===== src/rtl/core/ffpa_pkg.sv =====
`timescale 1ns / 1ps
package ffpa_pkg;

	localparam int NODES      = 256;
	localparam int NODE_W     = $clog2(NODES);
	localparam int LINK_W     = NODE_W + 1;
	localparam int CNT_W      = NODE_W + 1;
	localparam int ADDR_W     = 20;
	localparam int SIZE_W     = 21;
	localparam int HDR_W      = 8;
	localparam int SLACK_W    = 12;
	localparam int CFG_IDX_W  = 2;
	localparam int SUM_W      = SIZE_W + 2;

	localparam logic [LINK_W-1:0] NIL_LINK = LINK_W'(NODES);
	localparam logic [SIZE_W-1:0] POOL_CAP = SIZE_W'(1) << ADDR_W;

	typedef enum logic [2:0] {
		ST_OK        = 3'd0,
		ST_ZERO      = 3'd1,
		ST_EXHAUSTED = 3'd2,
		ST_NO_DESC   = 3'd3,
		ST_NOT_ALLOC = 3'd4
	} status_t;

	typedef enum logic [CFG_IDX_W-1:0] {
		CFG_POOL_SIZE    = 2'd0,
		CFG_HEADER_BYTES = 2'd1,
		CFG_SPLIT_SLACK  = 2'd2
	} cfg_idx_t;

	typedef enum logic {
		OP_ALLOC = 1'b0,
		OP_FREE  = 1'b1
	} op_t;

	typedef struct packed {
		logic [SIZE_W-1:0] size;
		logic [ADDR_W-1:0] offset;
		logic              is_free;
		logic [LINK_W-1:0] link;
	} node_t;

	typedef struct packed {
		logic [SIZE_W-1:0]  pool_size;
		logic [HDR_W-1:0]   header_bytes;
		logic [SLACK_W-1:0] split_slack;
	} cfg_t;

	typedef struct packed {
		logic              pop;
		logic              push;
		logic [NODE_W-1:0] push_idx;
	} spare_req_t;

	typedef struct packed {
		logic [CNT_W-1:0]  live_blocks;
		logic [SIZE_W-1:0] bytes_in_use;
		logic [ADDR_W-1:0] granted_address;
		status_t           status;
	} result_t;

endpackage


===== src/rtl/core/ffpa_ctrl.sv =====
`timescale 1ns / 1ps
module ffpa_ctrl (
	input  logic                        clk,
	input  logic                        arst_n,
	input  logic                        in_valid,
	output logic                        in_ready,
	input  logic                        in_op,
	input  logic [ffpa_pkg::SIZE_W-1:0] in_request_size,
	input  logic [ffpa_pkg::ADDR_W-1:0] in_block_address,
	input  ffpa_pkg::cfg_t              cfg,
	output logic [ffpa_pkg::NODE_W-1:0] rd_addr,
	input  ffpa_pkg::node_t             rd_data,
	output logic                        wr_en,
	output logic [ffpa_pkg::NODE_W-1:0] wr_addr,
	output ffpa_pkg::node_t             wr_data,
	output ffpa_pkg::spare_req_t        spare_req,
	input  logic                        has_spare,
	input  logic [ffpa_pkg::NODE_W-1:0] pop_idx,
	output logic                        res_valid,
	input  logic                        res_ready,
	output ffpa_pkg::result_t           res
);

	typedef enum logic [3:0] {
		S_IDLE, S_STEP, S_CHK, S_SPLIT_A, S_SPLIT_B, S_APP_CHK, S_APP_WR, S_APP_LNK,
		S_FNX, S_FPRV, S_FIN
	} state_t;

	state_t                      state_q;
	logic                        op_q;
	logic [ffpa_pkg::SIZE_W-1:0] req_q;
	logic [ffpa_pkg::ADDR_W-1:0] addr_q;
	logic [ffpa_pkg::LINK_W-1:0] cur_q;
	logic [ffpa_pkg::LINK_W-1:0] prev_q;
	ffpa_pkg::node_t             cur_ent_q;
	ffpa_pkg::node_t             prev_ent_q;
	logic [ffpa_pkg::NODE_W-1:0] new_q;
	logic [ffpa_pkg::LINK_W-1:0] head_q;
	logic [ffpa_pkg::SIZE_W-1:0] bump_q;
	logic [ffpa_pkg::SIZE_W-1:0] used_q;
	logic [ffpa_pkg::CNT_W-1:0]  count_q;
	ffpa_pkg::status_t           status_q;
	logic [ffpa_pkg::ADDR_W-1:0] granted_q;

	logic                        is_alloc;
	logic                        fit;
	logic [ffpa_pkg::SIZE_W-1:0] excess;
	logic [ffpa_pkg::SIZE_W-1:0] cur_excess;
	logic                        do_split;
	logic                        split_now;
	logic [ffpa_pkg::SIZE_W-1:0] limit;
	logic [ffpa_pkg::SUM_W-1:0]  app_end;
	logic                        prev_merge;

	assign is_alloc   = (op_q == ffpa_pkg::OP_ALLOC);
	assign fit        = rd_data.is_free && (rd_data.size >= req_q);
	assign excess     = rd_data.size - req_q;
	assign cur_excess = cur_ent_q.size - req_q;
	assign do_split   = (excess > ffpa_pkg::SIZE_W'(cfg.split_slack))
		&& (excess > ffpa_pkg::SIZE_W'(cfg.header_bytes));
	assign split_now  = do_split && has_spare;
	assign limit      = (cfg.pool_size > ffpa_pkg::POOL_CAP) ? ffpa_pkg::POOL_CAP : cfg.pool_size;
	assign app_end    = ffpa_pkg::SUM_W'(bump_q) + ffpa_pkg::SUM_W'(req_q)
		+ ffpa_pkg::SUM_W'(cfg.header_bytes);
	assign prev_merge = (prev_q != ffpa_pkg::NIL_LINK) && prev_ent_q.is_free;

	assign in_ready  = (state_q == S_IDLE);
	assign res_valid = (state_q == S_FIN);
	assign res.status          = status_q;
	assign res.granted_address = granted_q;
	assign res.bytes_in_use    = used_q;
	assign res.live_blocks     = count_q;

	always_comb begin
		rd_addr   = cur_q[ffpa_pkg::NODE_W-1:0];
		wr_en     = 1'b0;
		wr_addr   = cur_q[ffpa_pkg::NODE_W-1:0];
		wr_data   = rd_data;
		spare_req = '0;
		case (state_q)
			S_CHK: begin
				rd_addr = rd_data.link[ffpa_pkg::NODE_W-1:0];
				if (is_alloc && fit) begin
					if (split_now) begin
						spare_req.pop = 1'b1;
					end else begin
						wr_en           = 1'b1;
						wr_data.is_free = 1'b0;
					end
				end
			end
			S_SPLIT_A: begin
				wr_en          = 1'b1;
				wr_addr        = pop_idx;
				wr_data.offset = ffpa_pkg::ADDR_W'(cur_ent_q.offset + req_q[ffpa_pkg::ADDR_W-1:0]
					+ ffpa_pkg::ADDR_W'(cfg.header_bytes));
				wr_data.size    = cur_excess - ffpa_pkg::SIZE_W'(cfg.header_bytes);
				wr_data.is_free = 1'b1;
				wr_data.link    = cur_ent_q.link;
			end
			S_SPLIT_B: begin
				wr_en           = 1'b1;
				wr_data         = cur_ent_q;
				wr_data.size    = req_q;
				wr_data.is_free = 1'b0;
				wr_data.link    = {1'b0, new_q};
			end
			S_APP_CHK: begin
				if (app_end <= ffpa_pkg::SUM_W'(limit) && has_spare) begin
					spare_req.pop = 1'b1;
				end
			end
			S_APP_WR: begin
				wr_en           = 1'b1;
				wr_addr         = pop_idx;
				wr_data.size    = req_q;
				wr_data.offset  = bump_q[ffpa_pkg::ADDR_W-1:0];
				wr_data.is_free = 1'b0;
				wr_data.link    = ffpa_pkg::NIL_LINK;
			end
			S_APP_LNK: begin
				wr_en        = 1'b1;
				wr_addr      = prev_q[ffpa_pkg::NODE_W-1:0];
				wr_data      = prev_ent_q;
				wr_data.link = {1'b0, new_q};
			end
			S_FNX: begin
				if (rd_data.is_free) begin
					spare_req.push     = 1'b1;
					spare_req.push_idx = cur_ent_q.link[ffpa_pkg::NODE_W-1:0];
				end
			end
			S_FPRV: begin
				wr_en = 1'b1;
				if (prev_merge) begin
					wr_addr      = prev_q[ffpa_pkg::NODE_W-1:0];
					wr_data      = prev_ent_q;
					wr_data.size = prev_ent_q.size + cur_ent_q.size
						+ ffpa_pkg::SIZE_W'(cfg.header_bytes);
					wr_data.link       = cur_ent_q.link;
					spare_req.push     = 1'b1;
					spare_req.push_idx = cur_q[ffpa_pkg::NODE_W-1:0];
				end else begin
					wr_data = cur_ent_q;
				end
			end
			default: begin
			end
		endcase
	end

	always_ff @(posedge clk or negedge arst_n) begin
		if (!arst_n) begin
			state_q    <= S_IDLE;
			head_q     <= ffpa_pkg::NIL_LINK;
			bump_q     <= '0;
			used_q     <= '0;
			count_q    <= '0;
			status_q   <= ffpa_pkg::ST_OK;
			granted_q  <= '0;
			op_q       <= 1'b0;
			req_q      <= '0;
			addr_q     <= '0;
			cur_q      <= ffpa_pkg::NIL_LINK;
			prev_q     <= ffpa_pkg::NIL_LINK;
			cur_ent_q  <= '0;
			prev_ent_q <= '0;
			new_q      <= '0;
		end else begin
			case (state_q)
				S_IDLE: begin
					if (in_valid) begin
						op_q      <= in_op;
						req_q     <= in_request_size;
						addr_q    <= in_block_address;
						cur_q     <= head_q;
						prev_q    <= ffpa_pkg::NIL_LINK;
						granted_q <= '0;
						if (in_op == ffpa_pkg::OP_ALLOC && in_request_size == '0) begin
							status_q <= ffpa_pkg::ST_ZERO;
							state_q  <= S_FIN;
						end else begin
							status_q <= ffpa_pkg::ST_OK;
							state_q  <= S_STEP;
						end
					end
				end
				S_STEP: begin
					if (cur_q != ffpa_pkg::NIL_LINK) begin
						state_q <= S_CHK;
					end else if (is_alloc) begin
						state_q <= S_APP_CHK;
					end else begin
						status_q <= ffpa_pkg::ST_NOT_ALLOC;
						state_q  <= S_FIN;
					end
				end
				S_CHK: begin
					if (is_alloc && fit) begin
						cur_ent_q <= rd_data;
						if (split_now) begin
							state_q <= S_SPLIT_A;
						end else begin
							used_q    <= used_q + rd_data.size;
							granted_q <= rd_data.offset;
							state_q   <= S_FIN;
						end
					end else if (!is_alloc && rd_data.offset == addr_q) begin
						if (rd_data.is_free) begin
							status_q <= ffpa_pkg::ST_NOT_ALLOC;
							state_q  <= S_FIN;
						end else begin
							cur_ent_q <= {rd_data.size, rd_data.offset, 1'b1, rd_data.link};
							used_q <= (rd_data.size <= used_q) ? used_q - rd_data.size : '0;
							state_q <= (rd_data.link != ffpa_pkg::NIL_LINK) ? S_FNX : S_FPRV;
						end
					end else begin
						prev_q     <= cur_q;
						prev_ent_q <= rd_data;
						cur_q      <= rd_data.link;
						if (rd_data.link == ffpa_pkg::NIL_LINK) begin
							if (is_alloc) begin
								state_q <= S_APP_CHK;
							end else begin
								status_q <= ffpa_pkg::ST_NOT_ALLOC;
								state_q  <= S_FIN;
							end
						end
					end
				end
				S_SPLIT_A: begin
					new_q   <= pop_idx;
					state_q <= S_SPLIT_B;
				end
				S_SPLIT_B: begin
					used_q    <= used_q + req_q;
					count_q   <= count_q + ffpa_pkg::CNT_W'(1);
					granted_q <= cur_ent_q.offset;
					state_q   <= S_FIN;
				end
				S_APP_CHK: begin
					if (app_end > ffpa_pkg::SUM_W'(limit)) begin
						status_q <= ffpa_pkg::ST_EXHAUSTED;
						state_q  <= S_FIN;
					end else if (!has_spare) begin
						status_q <= ffpa_pkg::ST_NO_DESC;
						state_q  <= S_FIN;
					end else begin
						state_q <= S_APP_WR;
					end
				end
				S_APP_WR: begin
					new_q     <= pop_idx;
					bump_q    <= app_end[ffpa_pkg::SIZE_W-1:0];
					used_q    <= used_q + req_q;
					count_q   <= count_q + ffpa_pkg::CNT_W'(1);
					granted_q <= bump_q[ffpa_pkg::ADDR_W-1:0];
					if (prev_q == ffpa_pkg::NIL_LINK) begin
						head_q  <= {1'b0, pop_idx};
						state_q <= S_FIN;
					end else begin
						state_q <= S_APP_LNK;
					end
				end
				S_APP_LNK: begin
					state_q <= S_FIN;
				end
				S_FNX: begin
					if (rd_data.is_free) begin
						cur_ent_q.size <= cur_ent_q.size + rd_data.size
							+ ffpa_pkg::SIZE_W'(cfg.header_bytes);
						cur_ent_q.link <= rd_data.link;
						if (count_q != '0) begin
							count_q <= count_q - ffpa_pkg::CNT_W'(1);
						end
					end
					state_q <= S_FPRV;
				end
				S_FPRV: begin
					if (prev_merge && count_q != '0) begin
						count_q <= count_q - ffpa_pkg::CNT_W'(1);
					end
					state_q <= S_FIN;
				end
				S_FIN: begin
					if (res_ready) begin
						state_q <= S_IDLE;
					end
				end
				default: begin
					state_q <= S_IDLE;
				end
			endcase
		end
	end

`ifndef SYNTHESIS
	a_pop_has_spare: assert property (@(posedge clk) disable iff (!arst_n)
		spare_req.pop |-> has_spare)
		else $error("descriptor taken with none spare");
	a_no_push_pop: assert property (@(posedge clk) disable iff (!arst_n)
		!(spare_req.pop && spare_req.push))
		else $error("descriptor taken and returned together");
	a_count_bound: assert property (@(posedge clk) disable iff (!arst_n)
		count_q <= ffpa_pkg::CNT_W'(ffpa_pkg::NODES))
		else $error("live block count overflow");
	a_ok_grant_zero: assert property (@(posedge clk) disable iff (!arst_n)
		(res_valid && status_q != ffpa_pkg::ST_OK) |-> (granted_q == '0))
		else $error("address granted on failed request");
`endif

endmodule


===== config.mk =====
export PLATFORM = sky130hd
export DESIGN_NAME = ffpa_ctrl
export DESIGN_NICKNAME = d
export VERILOG_FILES = /design/src/rtl/core/ffpa_pkg.sv /design/src/rtl/core/ffpa_ctrl.sv
export SDC_FILE = /design/constraint.sdc
export NUM_CORES = 1
export LEC_CHECK = 0
export ABC_AREA = 1
export BUFFER_PORTS_ARGS = -buffer_cell sky130_fd_sc_hd__buf_2
export CORE_MARGIN = 2
export CORE_UTILIZATION = 40
export CTS_CLUSTER_DIAMETER = 60
export DETAILED_ROUTE_END_ITERATION = 8
export HOLD_SLACK_MARGIN = 0.03
export PLACE_DENSITY = 0.59
export SETUP_SLACK_MARGIN = 0.5
export SLEW_MARGIN = 15
export SYNTH_ARGS = -nofsm -noshare
export SYNTH_HDL_FRONTEND = slang
export SYNTH_SLANG_ARGS = --single-unit

===== constraint.sdc =====
create_clock -name clk -period 5.5 [get_ports clk]
set_input_delay 0.825 -clock clk [delete_from_list [all_inputs] [get_ports clk]]
set_output_delay 0.825 -clock clk [all_outputs]
set_load 0.02 [all_outputs]

==> Yosys cells after proc, flatten, opt, wreduce, memory -nomap -nowiden <==
Cells that the tools add are included.
W data, S select, Z words.
{ "classes": {"eq_ne": 34, "n_lt_le_gt_ge": 7, "reduce_logical": 35, "bitwise_logic": 4, "n_mux": 75, "addsub": 16} }
{ "ops": {"columns": ["op", "n"], "rows": [
  ["$pmux W41 S5", 1],
  ["$mux W51", 4],
  ["$mux W21", 7],
  ["$mux W9", 12],
  ["$add A21 B21 Y21", 4],
  ["$pmux W21 S2", 2],
  ["$pmux W20 S4", 1],
  ["$pmux W9 S2", 4],
  ["$sub A21 B21 Y21", 3],
  ["$mux W20", 3],
  ["$mux W4", 12],
  ["$add A21 B8 Y21", 2],
  ["$pmux W4 S9", 1],
  ["$pmux W9 S4", 1],
  ["$mux W3", 9],
  ["$ne A9 B9 Y1 const B", 3],
  ["$pmux W9 S3", 1],
  ["$pmux W8 S3", 1],
  ["$add A22 B8 Y23", 1],
  ["$gt A23 B21 Y1", 1],
  ["$le A23 B21 Y1", 1],
  ["$add A21 B21 Y22", 1],
  ["$ge A21 B21 Y1", 1],
  ["$gt A21 B12 Y1", 1],
  ["other kinds (39)", 94]
]} }
{ "totals": {"ff_bits": 248, "elab_cells": 191, "out_inout_bits": 133, "in_bits": 147} }

==> Longest topological paths before layout <==
Gate-level depths: netlist of run 1.
{ "depth": {"word_depth": 7, "ltp_mapped": 29, "depth_no_buf": 28} }

==> Worst setup path before layout of run 1 <==
OpenSTA, ideal clock, no wires.
{ "synth_path": {"path_kind": "input to output", "startpoint": "input cfg[13] in the netlist's numbering", "endpoint": "output spare_req[9] in the netlist's numbering", "path_slack_ps": 560, "cell_stages": 23, "arrival_time_ps": 4115, "required_ps": 4675, "n_path_buf": 0, "cell_sequence": "inv_1 > fa_1 > inv_1 > ha_1 > fa_1 > nand3_1 > nand2_1 > nand2_1 > o211ai_1 > nand2_1 > nand2_1 > a31oi_1 > xor2_1 > ha_1 > nand2_1 > nor2_1 > a211oi_1 > nand2_1 > nand2_1 > o211ai_1 > nand2_1 > nand3_1 > nand2_1"} }
{ "synth_lines": {"columns": ["element", "line", "source"], "rows": [
  ["start, declared", "ffpa_ctrl.sv:10", "input ffpa_pkg::cfg_t cfg,"],
  ["end, declared", "ffpa_ctrl.sv:16", "output ffpa_pkg::spare_req_t spare_req,"]
]} }

==> impl_metrics.xml, run 1 <==
<?xml version="1.0" encoding="UTF-8"?>
<metrics>
  <group name="timing">
    <metric name="timing.slew.headroom" unit="%">34.7</metric>
    <metric name="holdWs" unit="ps">226</metric>
    <metric name="worstMarginPinSlew" unit="ps">977</metric>
    <metric name="layout_min_cycle_time" unit="ps">5250</metric>
    <metric name="layout_worst_path_cycle_share" unit="%">95.5</metric>
    <metric name="final.setup_skew" unit="ps">25.3</metric>
    <metric name="tns" unit="ps">0</metric>
    <metric name="finalSetupViolCount" unit="">0</metric>
    <metric name="achievable-frequency" unit="MHz">190</metric>
    <metric name="timing.final.hold_violations" unit="">0</metric>
    <metric name="report.final.slew_viol_count" unit="">0</metric>
    <metric name="setup_repair_after_global_routing_missed_its_margin" unit="">true</metric>
  </group>
  <group name="power_and_ir_drop">
    <metric name="p_per_area" unit="mW/mm²">799</metric>
    <metric name="leakagePower" unit="nW">15.3</metric>
    <metric name="vdd_ir_drop_max" unit="µV">421</metric>
  </group>
  <group name="min_path">
    <metric name="holdCritPathClass" unit="">input pin to asynchronous set/reset pin</metric>
  </group>
  <group name="die">
    <metric name="io_pins" unit="">280</metric>
    <metric name="rows" unit="">92</metric>
    <metric name="design.die.area" unit="mm²">0.0660</metric>
    <metric name="floorplan.core_area" unit="mm²">0.0632</metric>
    <metric name="dieWidth" unit="µm">257</metric>
    <metric name="start_util" unit="%">40.5</metric>
    <metric name="die_h" unit="µm">257</metric>
  </group>
  <group name="worst_setup_path">
    <metric name="worstReg2RegEnd" unit="">state_q[3]$_DFFE_PN0P_</metric>
    <metric name="crit_path_max_fanout" unit="">3</metric>
    <metric name="crit_path_frequent_cell" unit="">sky130_fd_sc_hd__nand2_1</metric>
    <metric name="crit_path_start_kind" unit="">input pin</metric>
    <metric name="worstRegToRegCells" unit="">39</metric>
    <metric name="critical_path.n_buffers_inverters" unit="">5</metric>
    <metric name="worst-endpoint-arrival" unit="ps">4430</metric>
    <metric name="critPathRequiredTime" unit="ps">4680</metric>
    <metric name="r2r-start" unit="">req_q[1]$_DFFE_PN0P_</metric>
    <metric name="critical-path-slowest-cell" unit="">sky130_fd_sc_hd__fa_1</metric>
    <metric name="worst-setup-path-type" unit="">input pin to primary output</metric>
    <metric name="cp-end-kind" unit="">primary output</metric>
    <metric name="regToRegSetupSlack" unit="ps">270</metric>
    <metric name="cp_slowest_stage_delay" unit="ps">540</metric>
    <metric name="critical_path.top_delay_family" unit="">adder cells</metric>
  </group>
  <group name="global_routing">
    <metric name="grt_first_pass_wirelength" unit="µm">162000</metric>
    <metric name="globalRoute.totalOverflow" unit="">0</metric>
    <metric name="track_usage" unit="%">32.2</metric>
    <metric name="first_global_vias" unit="">25700</metric>
    <metric name="pin_count_of_the_biggest_net_entering_global_routing" unit="">115</metric>
    <metric name="antenna_found_initial" unit="">5</metric>
  </group>
  <group name="cts">
    <metric name="reg_clk_slew_reported_paths" unit="ps">60</metric>
    <metric name="cts_inserted_buffers" unit="">38</metric>
    <metric name="latest_clock_arrival_within_the_worst_skew_pair" unit="ps">560</metric>
    <metric name="clock_tree.buffer_depth" unit="">3</metric>
    <metric name="cts_h_tree_lvls" unit="">2</metric>
    <metric name="tritoncts" unit="">yes</metric>
    <metric name="clock-root-buffer" unit="">sky130_fd_sc_hd__clkbuf_16</metric>
    <metric name="cts.sinks" unit="">248</metric>
  </group>
  <group name="placement">
    <metric name="dpl.hpwl" unit="µm">86800</metric>
    <metric name="buffer_ports.inserted" unit="">279</metric>
    <metric name="placed_cells_incl_taps" unit="">4736</metric>
    <metric name="gp_congestion" unit="">0.990</metric>
  </group>
  <group name="drt">
    <metric name="via_count" unit="">27400</metric>
    <metric name="wire_per_inst" unit="µm">22.3</metric>
    <metric name="ant_nets" unit="">0</metric>
    <metric name="dr.first_iter.drc_count" unit="">2627</metric>
    <metric name="firstDrtPassIters" unit="">6</metric>
    <metric name="routed_via_density" unit="">5.65</metric>
    <metric name="wl" unit="µm">108000</metric>
    <metric name="route.detailed.drc" unit="">0</metric>
  </group>
  <group name="synthesis">
    <metric name="synth-edff-count" unit="">0</metric>
    <metric name="post_synth_instance_area" unit="mm²">0.0256</metric>
    <metric name="yosys.cell_types.count" unit="">62</metric>
    <metric name="asyncSetResetFlopFracSynth" unit="%">100</metric>
    <metric name="synth-warning-count" unit="">0</metric>
    <metric name="synth_seq_cells" unit="">248</metric>
    <metric name="synth_ff_type" unit="">sky130_fd_sc_hd__dfrtp_1</metric>
    <metric name="syn_area_per_cell" unit="µm²">7.03</metric>
    <metric name="part_of_the_yosys_area_used_for_sequential_elements" unit="%">24.3</metric>
    <metric name="mappedNetlistNets" unit="">4125</metric>
    <metric name="syn_inst" unit="">3640</metric>
  </group>
  <group name="layout">
    <metric name="nNetsFinal" unit="">4458</metric>
    <metric name="final_layout_size_suffix_gt1_share" unit="%">15.8</metric>
    <metric name="layout_commonest_cell" unit="">sky130_fd_sc_hd__nand2_1</metric>
    <metric name="layout.cells.non_filler" unit="">4848</metric>
    <metric name="final_cell_mix" unit="">sky130_fd_sc_hd__nand2_1, sky130_fd_sc_hd__inv_1, sky130_fd_sc_hd__o21ai_0</metric>
    <metric name="areaGrowthSynthToFinish" unit="%">18.6</metric>
  </group>
  <group name="flow_run">
    <metric name="max-cap-violations" unit="">0</metric>
  </group>
  <group name="run_status">
    <metric name="status" unit="">finished, final reports clean</metric>
  </group>
</metrics>
[worst reg2reg max path: cells and delay by family (launching register included)]
kind | cells | cell delay, ps
buffers and inverters | 15 | 1520
adder cells (fa/ha/maj) | 4 | 1370
AND/OR/NAND/NOR | 16 | 1230
AO/OA/AOI/OAI | 3 | 560
flip-flops | 1 | 360
XOR/XNOR | 1 | 140
[sequential cells by signal, indices dropped and copies added (netlist names), 20 cells and up]
name / count
addr_q: 20
bump_q: 21
cur_ent_q: 51
granted_q: 20
prev_ent_q: 42
req_q: 21
used_q: 21
[cells in the mapped netlist (27+ instances only)]
master	count	area (µm²)
sky130_fd_sc_hd__inv_1	469	1760
sky130_fd_sc_hd__ha_1	289	3620
sky130_fd_sc_hd__nand2_1	851	3190
sky130_fd_sc_hd__fa_1	49	981
sky130_fd_sc_hd__nand4_1	64	400
sky130_fd_sc_hd__nand3_1	160	801
sky130_fd_sc_hd__a21oi_1	291	1460
sky130_fd_sc_hd__a221oi_1	27	236
sky130_fd_sc_hd__xor2_1	76	666
sky130_fd_sc_hd__o21ai_1	45	225
sky130_fd_sc_hd__nor2_1	215	807
sky130_fd_sc_hd__nor4_1	28	175
sky130_fd_sc_hd__o21bai_1	27	203
sky130_fd_sc_hd__o21ai_0	360	1800
sky130_fd_sc_hd__dfrtp_1	245	6130
sky130_fd_sc_hd__clkbuf_1	54	203
sky130_fd_sc_hd__nor3_1	34	170
sky130_fd_sc_hd__xnor2_1	41	359
[layer usage]
metal | up-vias | part of all wire [%] | global-route usage [%]
met3 | 162 | 8.9 | 5.78
met4 | 2 | 2.7 | 8.66
met1 | 13100 | 45 | 47.0
li1 | 13000 | - | -
met5 | - | 0.012 | 0
met2 | 1139 | 43 | 48.7
[where the power goes]
| group | switching, mW | total [mW] | leakage [nW] | internal (mW) |
|---|---|---|---|---|
| clock network | 0.966 | 2.56 | 0.637 | 1.59 |
| logic | 11.4 | 18.1 | 11.6 | 6.67 |
| registers | 0.970 | 3.62 | 3.05 | 2.65 |
[final cells by class]
cell class / instances / area (µm²)
timing repair buffer: 394 / 2390
fill: 6549 / 32900
clock buffer: 52 / 1100
tap: 846 / 1060
clock inverter: 16 / 195
sequential: 248 / 6220
multi-input combinational: 2809 / 17500
antenna: 1 / 2.50
inverter: 482 / 1830
[logic make-up (layout without fill, tap and decap cells)]
family / after synthesis / in the layout / synth area share (%)
compound gates: 926 / 926 / 20.7
xor+xnor: 117 / 117 / 4.00
fa+ha+maj: 338 / 338 / 18.0
buf+inv: 583 / 944 / 8.95
flops: 248 / 248 / 24.3
mux: 23 / 23 / 0.963
other cells: 0 / 1 / 0
simple gates: 1405 / 1405 / 23.2
[worst max path at each step]
stage,end,startpoint,depth (start not counted)
after global placement,spare_req[9],cfg[13],27
after detailed placement,spare_req[9],cfg[13],27
after floorplan,spare_req[9],cfg[13],23
after global routing,state_q[3]$_DFFE_PN0P_,req_q[1]$_DFFE_PN0P_,39
after CTS,spare_req[9],req_q[1]$_DFFE_PN0P_,25
final,spare_req[9],cfg[13],26
[metrics by stage]
stage	util (%)	cell area, µm²	total power, mW	setup slack, ps
final	48.0	30300	24.3	247
after global placement	44.6	28200	19.7	-15.1
after floorplan	-	25600	14.6	560
after global routing	48.0	30300	26.4	53.4
after CTS	47.1	29800	22.9	281
after detailed placement	44.6	28200	19.6	27.4
[what timing repair did]
| action | in CTS | in global routing |
|---|---|---|
| resized for setup | 45 | 109 |
| hold buffers | 0 | 0 |
| setup buffers | 16 | 27 |
| gates cloned | 0 | 0 |
| pin swaps | 12 | 30 |
| endpoints found under the setup margin | 4 | 19 |
No activity file was read; power rests on OpenSTA's default activity.
==> run 2, diff against run 1 <==
ABC_AREA = unset   (was 1)
CTS_CLUSTER_DIAMETER = 40   (was 60)
clock period = 5.3 ns   (was 5.5 ns; I/O delays follow)
==> impl_metrics.xml, run 2 <==
<?xml version="1.0" encoding="UTF-8"?>
<metrics>
  <group name="synthesis">
    <metric name="synth-edff-count" unit="">0</metric>
    <metric name="synth_seq_cells" unit="">248</metric>
    <metric name="synth-warning-count" unit="">0</metric>
    <metric name="part_of_the_yosys_area_used_for_sequential_elements" unit="%">25.4</metric>
    <metric name="yosysTopAreaCellShare" unit="%">25.1</metric>
    <metric name="synthDominantAreaCellType" unit="">sky130_fd_sc_hd__dfrtp_1</metric>
    <metric name="netlist_top_cells_area" unit="">sky130_fd_sc_hd__dfrtp_1, sky130_fd_sc_hd__ha_1, sky130_fd_sc_hd__nand2_1, sky130_fd_sc_hd__a21oi_1, sky130_fd_sc_hd__o21ai_0</metric>
    <metric name="asyncSetResetFlopFracSynth" unit="%">100</metric>
    <metric name="yosys.cell_types.count" unit="">91</metric>
    <metric name="syn_inst" unit="">2876</metric>
    <metric name="synth.most_common_cell" unit="">sky130_fd_sc_hd__nand2_1</metric>
    <metric name="post_synth_instance_area" unit="mm²">0.0244</metric>
    <metric name="synth_ff_type" unit="">sky130_fd_sc_hd__dfrtp_1</metric>
    <metric name="syn_area_per_cell" unit="µm²">8.49</metric>
    <metric name="yosys-top-cells-count" unit="">sky130_fd_sc_hd__nand2_1, sky130_fd_sc_hd__ha_1, sky130_fd_sc_hd__dfrtp_1, sky130_fd_sc_hd__a21oi_1, sky130_fd_sc_hd__inv_1</metric>
    <metric name="mappedNetlistNets" unit="">3361</metric>
  </group>
  <group name="drt">
    <metric name="wire_per_inst" unit="µm">24.3</metric>
    <metric name="wl" unit="µm">101000</metric>
    <metric name="route.detailed.drc" unit="">0</metric>
    <metric name="firstDrtPassIters" unit="">6</metric>
    <metric name="routed_via_density" unit="">6.03</metric>
    <metric name="via_count" unit="">25100</metric>
    <metric name="ant_nets" unit="">0</metric>
    <metric name="dr.first_iter.drc_count" unit="">2588</metric>
  </group>
  <group name="global_routing">
    <metric name="first_global_vias" unit="">24800</metric>
    <metric name="antenna_found_initial" unit="">5</metric>
    <metric name="grt_first_pass_wirelength" unit="µm">150000</metric>
    <metric name="globalRoute.totalOverflow" unit="">0</metric>
    <metric name="pin_count_of_the_biggest_net_entering_global_routing" unit="">102</metric>
    <metric name="track_usage" unit="%">31.0</metric>
  </group>
  <group name="layout">
    <metric name="layout_commonest_cell" unit="">sky130_fd_sc_hd__nand2_1</metric>
    <metric name="final_cell_mix" unit="">sky130_fd_sc_hd__nand2_1, sky130_fd_sc_hd__ha_1, sky130_fd_sc_hd__buf_2</metric>
    <metric name="reg_top3" unit="">cur_ent_q (51), prev_ent_q (42)</metric>
    <metric name="regMostFlops" unit="">cur_ent_q</metric>
    <metric name="largest_reg_flops" unit="">51</metric>
    <metric name="areaGrowthSynthToFinish" unit="%">28.3</metric>
    <metric name="final_layout_size_suffix_gt1_share" unit="%">26.4</metric>
    <metric name="nNetsFinal" unit="">3818</metric>
    <metric name="sequential_cell_area" unit="mm²">0.00621</metric>
    <metric name="multi_input_comb_area" unit="mm²">0.0179</metric>
    <metric name="n_fill_cell" unit="">5677</metric>
    <metric name="layout.cells.non_filler" unit="">4157</metric>
  </group>
  <group name="cts">
    <metric name="cts_inserted_buffers" unit="">50</metric>
    <metric name="cts.sinks" unit="">248</metric>
    <metric name="tritoncts" unit="">yes</metric>
    <metric name="cts_h_tree_lvls" unit="">2</metric>
    <metric name="postCtsHoldBufs" unit="">0</metric>
    <metric name="clock-root-buffer" unit="">sky130_fd_sc_hd__clkbuf_16</metric>
    <metric name="reg_clk_slew_reported_paths" unit="ps">50</metric>
    <metric name="latest_clock_arrival_within_the_worst_skew_pair" unit="ps">610</metric>
    <metric name="clock_tree.buffer_depth" unit="">3</metric>
  </group>
  <group name="placement">
    <metric name="dpl.hpwl" unit="µm">76500</metric>
    <metric name="gp_congestion" unit="">0.982</metric>
    <metric name="placed_cells_incl_taps" unit="">4018</metric>
    <metric name="buffer_ports.inserted" unit="">279</metric>
  </group>
  <group name="timing">
    <metric name="timing.slew.headroom" unit="%">14.5</metric>
    <metric name="finalSetupViolCount" unit="">7</metric>
    <metric name="layout_worst_path_cycle_share" unit="%">119</metric>
    <metric name="timing.final.hold_violations" unit="">0</metric>
    <metric name="final.setup_skew" unit="ps">16.8</metric>
    <metric name="setup_repair_after_global_routing_missed_its_margin" unit="">true</metric>
    <metric name="setup_ws" unit="ps">-1010</metric>
    <metric name="achievable-frequency" unit="MHz">159</metric>
    <metric name="layout_min_cycle_time" unit="ps">6310</metric>
    <metric name="worstMarginPinSlew" unit="ps">1280</metric>
    <metric name="report.final.slew_viol_count" unit="">0</metric>
  </group>
  <group name="worst_setup_path">
    <metric name="critical-path-slowest-cell" unit="">sky130_fd_sc_hd__fa_1</metric>
    <metric name="critPathRequiredTime" unit="ps">4510</metric>
    <metric name="worst-setup-path-type" unit="">register to primary output</metric>
    <metric name="worst-endpoint-arrival" unit="ps">5510</metric>
    <metric name="crit_path_start_kind" unit="">register</metric>
    <metric name="cp-end-kind" unit="">primary output</metric>
    <metric name="cp_slowest_stage_delay" unit="ps">520</metric>
    <metric name="critical_path.top_delay_family" unit="">compound AO/OA/AOI/OAI gates</metric>
    <metric name="critical_path.n_buffers_inverters" unit="">5</metric>
    <metric name="crit_path_max_fanout" unit="">3</metric>
  </group>
  <group name="die">
    <metric name="io_pins" unit="">280</metric>
    <metric name="start_util" unit="%">40.5</metric>
    <metric name="rows" unit="">90</metric>
    <metric name="floorplan.core_area" unit="mm²">0.0604</metric>
    <metric name="dieWidth" unit="µm">251</metric>
    <metric name="design.die.area" unit="mm²">0.0631</metric>
    <metric name="die_h" unit="µm">251</metric>
  </group>
  <group name="min_path">
    <metric name="holdCritPathClass" unit="">input pin to asynchronous set/reset pin</metric>
  </group>
  <group name="run_status">
    <metric name="failing_checks" unit="">setup timing</metric>
    <metric name="status" unit="">finished, violations left</metric>
  </group>
  <group name="flow_run">
    <metric name="max-cap-violations" unit="">0</metric>
  </group>
</metrics>
==> run 2: cell count changes after synthesis, sizes merged, moves of 33 or more <==
| cell | change |
|---|---|
| a21o | +54 |
| a21oi | -67 |
| clkbuf | +33 |
| inv | -263 |
| mux2 | +62 |
| nand2 | -535 |
| nand2b | +40 |
| nand3 | -109 |
| nand4 | -34 |
| nor2 | -74 |
| o21ai | -208 |
| xnor2 | +48 |
==> run 2: area by class of cell <==
type                       instances  share of cell area [%]
multi-input combinational       2290                    57.1
sequential                       248                    19.8
timing repair buffer             526                    11.5
clock buffer                      58                    4.21
tap                              782                    3.12
inverter                         217                    2.71
clock inverter                    34                    1.52
antenna                            2                  0.0160
==> run 2: kinds of logic (layout without fill, tap and decap cells) <==
group | Yosys count | after routing | synth area share (%)
other cells | 0 | 2 | 0
mux | 96 | 96 | 4.32
compound gates | 918 | 918 | 25.6
xor+xnor | 136 | 136 | 4.88
fa+ha+maj | 338 | 338 | 18.8
buf+inv | 341 | 835 | 5.58
flops | 248 | 248 | 25.4
simple gates | 799 | 802 | 15.4
==> run 2: final timing paths <==
check / to / cells past startpoint / slack [ps] / from
worst max-delay path: spare_req[9] / 25 / -1010 / bump_q[1]$_DFFE_PN0N_
worst min-delay path: addr_q[13]$_DFFE_PN0P_ / 1 / 220 / arst_n
worst max register to register: status_q[0]$_DFFE_PN0P_ / 25 / 130 / bump_q[1]$_DFFE_PN0N_
worst min register to register: cur_ent_q[9]$_DFFE_PN0P_ / 1 / 470 / cur_ent_q[9]$_DFFE_PN0P_
max in group asynchronous: cur_ent_q[43]$_DFFE_PN0P_ / 2 / 3810 / arst_n
min in group clk: addr_q[6]$_DFFE_PN0P_ / 2 / 410 / in_block_address[6]
==> run 2: metrics by stage <==
step | setup WS, ps | cell area [µm²] | utilization, % | setup TNS (ps) | hold WS, ps
2_1_floorplan | -305 | 24600 | - | -305 | 435
3_3_place_gp | -1070 | 28100 | 46.6 | -4510 | 451
3_5_place_dp | -1110 | 28100 | 46.6 | -7320 | 459
4_1_cts | -1020 | 30800 | 51.0 | -2040 | 257
5_1_grt | -1410 | 31400 | 51.9 | -4410 | 273
6_report | -1010 | 31400 | 51.9 | -2410 | 221
==> run 2: metal layers <==
layer / vias up / share of wire, % / track usage, % / routed length, µm
li1: 11500 / - / - / -
met1: 12200 / 40 / 39.4 / 40500
met2: 1115 / 47 / 51.7 / 47500
met3: 231 / 7.6 / 4.64 / 7650
met4: 4 / 5.2 / 14.9 / 5210
met5: - / 0.026 / 0 / 26
==> run 2: what timing repair did <==
item | CTS | global route
endpoints found under the hold margin | 0 | 0
setup endpoints to repair | 67 | 81
pin swaps | 87 | 76
cloned | 0 | 4
gates resized for setup | 175 | 83
buffers inserted | 25 | 16
Power of run 2 is left out: the tool's default activity adds up to more than one toggle a clock period on the data nets, which glitch-free logic cannot reach.
